`config.mk`:
```
export PLATFORM = sky130hd
export DESIGN_NAME = spq_cell
export DESIGN_NICKNAME = d
export VERILOG_FILES = /design/src/spq_pkg.sv /design/src/spq_cell.sv
export SDC_FILE = /design/constraint.sdc
export NUM_CORES = 1
export LEC_CHECK = 0
export BUFFER_PORTS_ARGS = -buffer_cell sky130_fd_sc_hd__clkbuf_2
export CAP_MARGIN = 20
export CORE_AREA = 2 2 75 77
export CTS_CLUSTER_SIZE = 12
export DETAILED_ROUTE_END_ITERATION = 16
export DIE_AREA = 0 0 77 79
export GPL_TIMING_DRIVEN = 0
export MAX_ROUTING_LAYER = met4
export PLACE_DENSITY = 0.78
export SLEW_MARGIN = 10
export SYNTH_ARGS = -nofsm -noshare
export SYNTH_HDL_FRONTEND = slang
export SYNTH_SLANG_ARGS = --single-unit
```
`constraint.sdc`:
```
create_clock -name clk -period 3.6 [get_ports clk]
set_clock_uncertainty 0.1 [all_clocks]
set_input_delay 0.36 -clock clk [delete_from_list [all_inputs] [get_ports clk]]
set_output_delay 0.36 -clock clk [all_outputs]
set_load 0.05 [all_outputs]
```
`src/spq_pkg.sv`:
```
// spq_pkg: shared types and codes for the sorted priority queue.
// Used by spq_cell and sorted_priority_queue_core. No dependencies.
`default_nettype none

package spq_pkg;

  localparam int unsigned DEPTH_DEF         = 128;
  localparam int unsigned PRIORITY_BITS_DEF = 16;

  // fixed field widths at the ports
  localparam int unsigned PRIO_PORT_W = 16;
  localparam int unsigned KEY_W       = 8;
  localparam int unsigned PAYLOAD_W   = 8;
  localparam int unsigned COUNT_W     = 8;

  typedef enum logic {
    OP_INSERT = 1'b0,
    OP_REMOVE = 1'b1
  } op_t;

  typedef enum logic [1:0] {
    ST_OK    = 2'd0,
    ST_EMPTY = 2'd1,
    ST_FULL  = 2'd2
  } status_t;

  // per-cycle command broadcast to every cell
  typedef struct packed {
    logic ins;  // shift-in of a new entry
    logic rem;  // shift all entries toward cell 0
  } cell_ctl_t;

endpackage

`default_nettype wire

```
`src/spq_cell.sv`:
```
// spq_cell: one slot of the sorted chain, holding {priority, key, payload}.
// Depends on spq_pkg for the command struct and field widths.
`default_nettype none

module spq_cell #(
  parameter int unsigned PRIO_W = spq_pkg::PRIORITY_BITS_DEF,
  localparam int unsigned EW    = PRIO_W + spq_pkg::KEY_W + spq_pkg::PAYLOAD_W
) (
  input  wire logic              clk,
  input  wire spq_pkg::cell_ctl_t ctl,
  input  wire logic              valid,      // slot is below the fill count
  input  wire logic [EW-1:0]     new_ent,    // entry being inserted
  input  wire logic              prev_stay,  // neighbor toward cell 0 keeps its entry
  input  wire logic [EW-1:0]     prev_ent,   // neighbor toward cell 0
  input  wire logic [EW-1:0]     next_ent,   // neighbor away from cell 0
  output logic                   stay,
  output logic [EW-1:0]          ent
);

  localparam int unsigned LOW_W = spq_pkg::KEY_W + spq_pkg::PAYLOAD_W;

  logic [EW-1:0]                ent_r;
  logic [EW-1:0]                ent_nxt;
  logic [PRIO_W-1:0]            my_prio;
  logic [PRIO_W-1:0]            new_prio;
  logic [spq_pkg::KEY_W-1:0]    my_key;
  logic [spq_pkg::KEY_W-1:0]    new_key;

  assign my_prio  = ent_r[EW-1:LOW_W];
  assign new_prio = new_ent[EW-1:LOW_W];
  assign my_key   = ent_r[LOW_W-1:spq_pkg::PAYLOAD_W];
  assign new_key  = new_ent[LOW_W-1:spq_pkg::PAYLOAD_W];

  // cell 0 holds the tail; an entry stays put if it leaves before the new one
  assign stay = valid && ((new_prio > my_prio) ||
                          ((new_prio == my_prio) && (new_key <= my_key)));

  always_comb begin
    ent_nxt = ent_r;
    if (ctl.rem) begin
      ent_nxt = next_ent;
    end else if (ctl.ins && !stay) begin
      ent_nxt = prev_stay ? new_ent : prev_ent;
    end
  end

  always_ff @(posedge clk) begin
    ent_r <= ent_nxt;
  end

  assign ent = ent_r;

endmodule

`default_nettype wire

```
Word level (Yosys, flattened, before mapping):

Index checks and enable logic that the tools add are counted.

* register bits: 32

* $lt $le $gt $ge: 2
* eq/ne operators: 1
* multiplexer cells: 3
* reductions and logical operators: 6

Operators with widths (number)
* two-way mux 32 bit: 3
* == test 16 bit: 1
* greater-than comparator 16 bit: 1
* <= comparator 8 bit: 1
* logical AND 1 bit: 3
* nonzero test 2 bit: 1
* logical NOT 1 bit: 1
* logical OR 1 bit: 1

Logic depth before layout (Yosys ltp):

* word-level depth: 8
* mapped depth: 7
* mapped depth without buffers: 7

Worst setup path before layout:

No wires, ideal clock.

* path type: reg2reg
* start point: register ent_r[31], in the netlist ent[31]
* end point: register ent_r[0], in the netlist ent[0], enable pin
* setup time: 402 ps
* data arrival time: 2705 ps
* data required time: 3098 ps
* setup slack: 393 ps
* stages on the path, launching flop included: 8
* path buffers: 0
* period minus slack after synthesis: 3207 ps
* path through: edfxtp_1 -> inv_1 -> ha_1 -> nand4_2 -> nor4_2 -> o211ai_1 -> o2bb2ai_1 -> o221ai_2

* cells in the longest elaborated chain, start to end: 7
* elaborated cells on any way between the ends: 8

Ends and longest elaborated chain
* start: declaration: line spq_cell.sv:22 `logic [EW-1:0] ent_r;`
* start signal: assignment: line spq_cell.sv:48 `ent_r <= ent_nxt;`
* parallel branches: the longest is 2 deep, another holds greater-than comparator 16 bit
* logical OR 1 bit (*): line spq_cell.sv:35 `assign stay = valid && ((new_prio > my_prio) ||`
* logical AND 1 bit (*): line spq_cell.sv:35
* logical NOT 1 bit (*): line spq_cell.sv:42 `end else if (ctl.ins && !stay) begin`
* logical AND 1 bit (*): line spq_cell.sv:42
* nonzero test 2 bit (no line) (*)

Every way passes the cells marked *.
A chain may end at the register's enable or synchronous reset.

Final worst setup path:

* start point: register ent_r[31], in the netlist ent[31]
* end point: register ent_r[4], in the netlist ent[4], enable pin

The elaborated chain is that of the path after synthesis.

==> results summary <==
The global-route wire length before repair is 9.49 mm. The storage element area is 961 µm². The setup violation total in the final timing report came out at 0. The number of H-tree branching levels is 2. The cell leakage power came out at ~1.6 nW. The starting utilization of the core area came out at 42.2%. The HPWL after detailed placement is 4.71 mm. Once layout is complete, the utilization of the core stands at 58.4%.

The number of detailed-route iterations in the first pass is 4. Global routing used 20.5% of the available tracks. The synthesis warning total came out at 0.

The tree is rooted in a clkbuf_8. The count of buffers inserted at the top-level ports is 131. The reported max-cap violation count came out at 0. The horizontal die dimension is 77 µm.

Clock-pin slew was measured on the worst setup and hold paths at about 0.070 ns. At the placement stage, the worst setup path has a slack of 0.631 ns. For the pin with the worst max-slew slack, the measured transition is roughly 0.64 ns.

Summing every instance area after synthesis gives 2250 µm². Setup repair after global routing left no endpoint under its margin. The normalized max-slew margin came out at 57.6%.

The share of the clock period used by the worst path after layout is 79.9%. The count of vias placed by the detailed router is 2153. The area occupied by multi-input gates came out at 1160 µm². The number of global-route vias before repair came out at 2121. After the first detailed-routing iteration, the DRC count stood at 70. The number of antenna violations at the first check in global routing is 0. The final worst setup slack came out at a little over 0.7 ns. The count of filler cells inserted in the layout came out at 492. The number of gates resized after CTS came out at 0. The clock period minus final worst setup slack is around 2.9 ns. Summed over all layers, the global routing overflow is 0.

After synthesis the netlist holds a flip-flop and latch count of 32. STA classifies the critical path startpoint as a register. The detailed-route vias per instance is 4.89.

The synthesized net count came out at around 350. The largest incremental delay on the critical path is 0.56 ns. The number of flip-flops in the largest register came out at 32.

The clock latency reported for the late side of the worst-skew pair came out at between 0.2 and 0.3 ns. The final wirelength is 5.85 mm. The mean instance size in the synthesized netlist is 9.85 µm². The repair_antennas step left the layout with diodes totalling 0. The top-level I/O count is 134.

The final number of hold-violating endpoints is 0. At the end of routability-driven placement, the weighted congestion stood at 0.733. The worst-case clock buffer depth came out at 2. The core area came out at 5340 µm². The site row count is 27. The capture instance of the worst register-to-register path is ent[4]. Walking the worst path, the cells encountered are inv_1 -> ha_1 -> nand4_2 -> nor4_2 -> o211ai_1 -> o2bb2ai_1 -> o221ai_4 -> buf_16.

Of all nets on the critical path, the largest fanout is 19. Post-CTS timing repair inserted 0 buffers for setup. The sequential cell area fraction in the yosys report came out at 42.6%. The number of hold buffers added after CTS was 0. The remaining design rule violation count is 0. At the worst endpoint, the arrival time is 2.77 ns. The synthesis-to-finish area growth came out at 38.2%. The number of distinct library cell variants in the gate-level netlist after synthesis came out at 25.

The slowest stage of the critical path belongs to the cell o221ai_4. The min-delay analysis places its worst path in the category in -> reg. The number of max-slew violations in the final report came out at 0.

The worst hold path begins at next_ent[21]. The peak clock frequency supported by timing is around 350 MHz. The number of nets in the finished design is 493. VDD sags by at most 0.239 mV. The number of clock buffers inserted by TritonCTS came out at 5.

The critical path class is reg -> reg. For the final routed database, the setup TNS stands at 0 ns. TritonCTS built the clock tree. The floorplan die area is between 6000 and 7000 µm². The register-to-register path setup slack is 0.72 ns. The power density of the placed cells is 392 nW/µm². The largest net degree at the start of global routing is 20.

The data required time of the critical path came out at around 3.5 ns. In this run the critical register-to-register path is launched from ent[31]. The gate count after technology mapping came out at 229. In this run the vertical extent of the chip is 79 µm.

The end point of the worst hold path is ent[21]. The kind of end point of the critical path is a register. The post-route antenna net violation count is 0. The wire length per cell after detailed routing came out at 13.3 µm. Clock tree synthesis found a total of 32 sinks.

The run finished with clean final reports. The number of cells on the worst hold path came out at 3. The share of layout cells above drive strength 1 is 39.1%. Counting cells, the worst reg-to-reg path comes to 8.
-- cells in the mapped netlist --
master,instances,area (µm²)
o221ai_2,1,15.0
ha_1,24,300
a21o_1,1,7.51
o2111ai_1,1,8.76
clkbuf_1,8,30.0
and4_1,1,8.76
nor2_1,2,7.51
or3_1,1,6.26
nor2b_1,2,12.5
a21oi_1,9,45.0
nand3_1,1,5.00
nand4_1,3,18.8
buf_2,3,15.0
nand4_2,1,12.5
a22o_1,1,8.76
o211ai_1,2,15.0
nand2_1,37,139
mux2i_1,32,320
o2bb2ai_1,1,8.76
o21ai_0,36,180
inv_1,27,101
o31a_2,1,10.0
nor3_1,1,5.00
nor4_2,1,12.5
edfxtp_1,32,961
-- routing by layer --
| layer | global-route usage (%) | routed length (µm) |
|---|---|---|
| met3 | 4.55 | 356 |
| met5 | - | 0 |
| met2 | 36.3 | 2980 |
| met1 | 22.9 | 2420 |
| met4 | 7.14 | 99 |
-- where the power goes --
group / total, mW / switching [mW] / internal (mW)
combinational: 0.473 / 0.321 / 0.152
clock: 0.258 / 0.130 / 0.127
sequential: 0.490 / 0.0198 / 0.470
-- cell usage in the layout (no fill, tap or decap), types with 2 or more instances in the layout --
master / instances
edfxtp_1: 32
nand4_1: 3
clkbuf_8: 5
o21ai_0: 36
clkbuf_2: 131
inv_1: 27
nor2b_1: 2
clkinv_1: 2
buf_2: 3
ha_1: 24
o211ai_1: 2
mux2i_1: 32
a21oi_1: 9
nor2_1: 2
clkbuf_1: 8
nand2_1: 37
-- worst max-delay path: cells and delay by family, from the launching register on --
family                   cells  cell delay, ns
AO/OA/AOI/OAI                3            0.94
AND/OR/NAND/NOR              2            0.58
flip-flops                   1            0.36
adder cells (fa/ha/maj)      1            0.32
buffers and inverters        2            0.29
-- area by class of cell --
cell class	count	share of cell area, %
plain buffers	11	1.45
clock buffers	5	2.21
clock inverters	2	0.241
inverters	27	3.25
multi-input cells	159	37.2
flip-flops and latches	32	30.8
well taps	72	2.89
repair buffers	132	21.9
-- worst max-delay path by stage --
stage                 from      end  slack, ns
5_1_grt            ent[31]  ent[27]       0.55
3_3_place_gp   new_ent[31]  ent[10]      0.002
6_report           ent[31]   ent[4]       0.72
2_1_floorplan      ent[31]   ent[0]       0.39
3_5_place_dp   new_ent[31]   ent[6]       0.63
4_1_cts            ent[31]   ent[6]       0.67
-- logic make-up after synthesis --
| group | share of synthesized area (%) |
|---|---|
| AOI/OAI and AO/OA | 13.3 |
| buffers and inverters | 6.49 |
| and+or+nand+nor | 10.1 |
| DFF | 42.6 |
| muxes | 14.2 |
| adders and majority gates | 13.3 |
-- per-stage QoR --
stage | area (µm²) | total power [mW] | instances | hold slack, ns
final | 3120 | 1.22 | 440 | 0.250
after floorplan | 2250 | 0.819 | 229 | 0.447
after global placement | 3000 | 0.952 | 432 | 0.538
after CTS | 3120 | 1.24 | 440 | 0.240
after global routing | 3120 | 1.30 | 440 | 0.249
after detailed placement | 3040 | 0.975 | 433 | 0.539
Note: power is estimated with default switching activity, not from simulation.
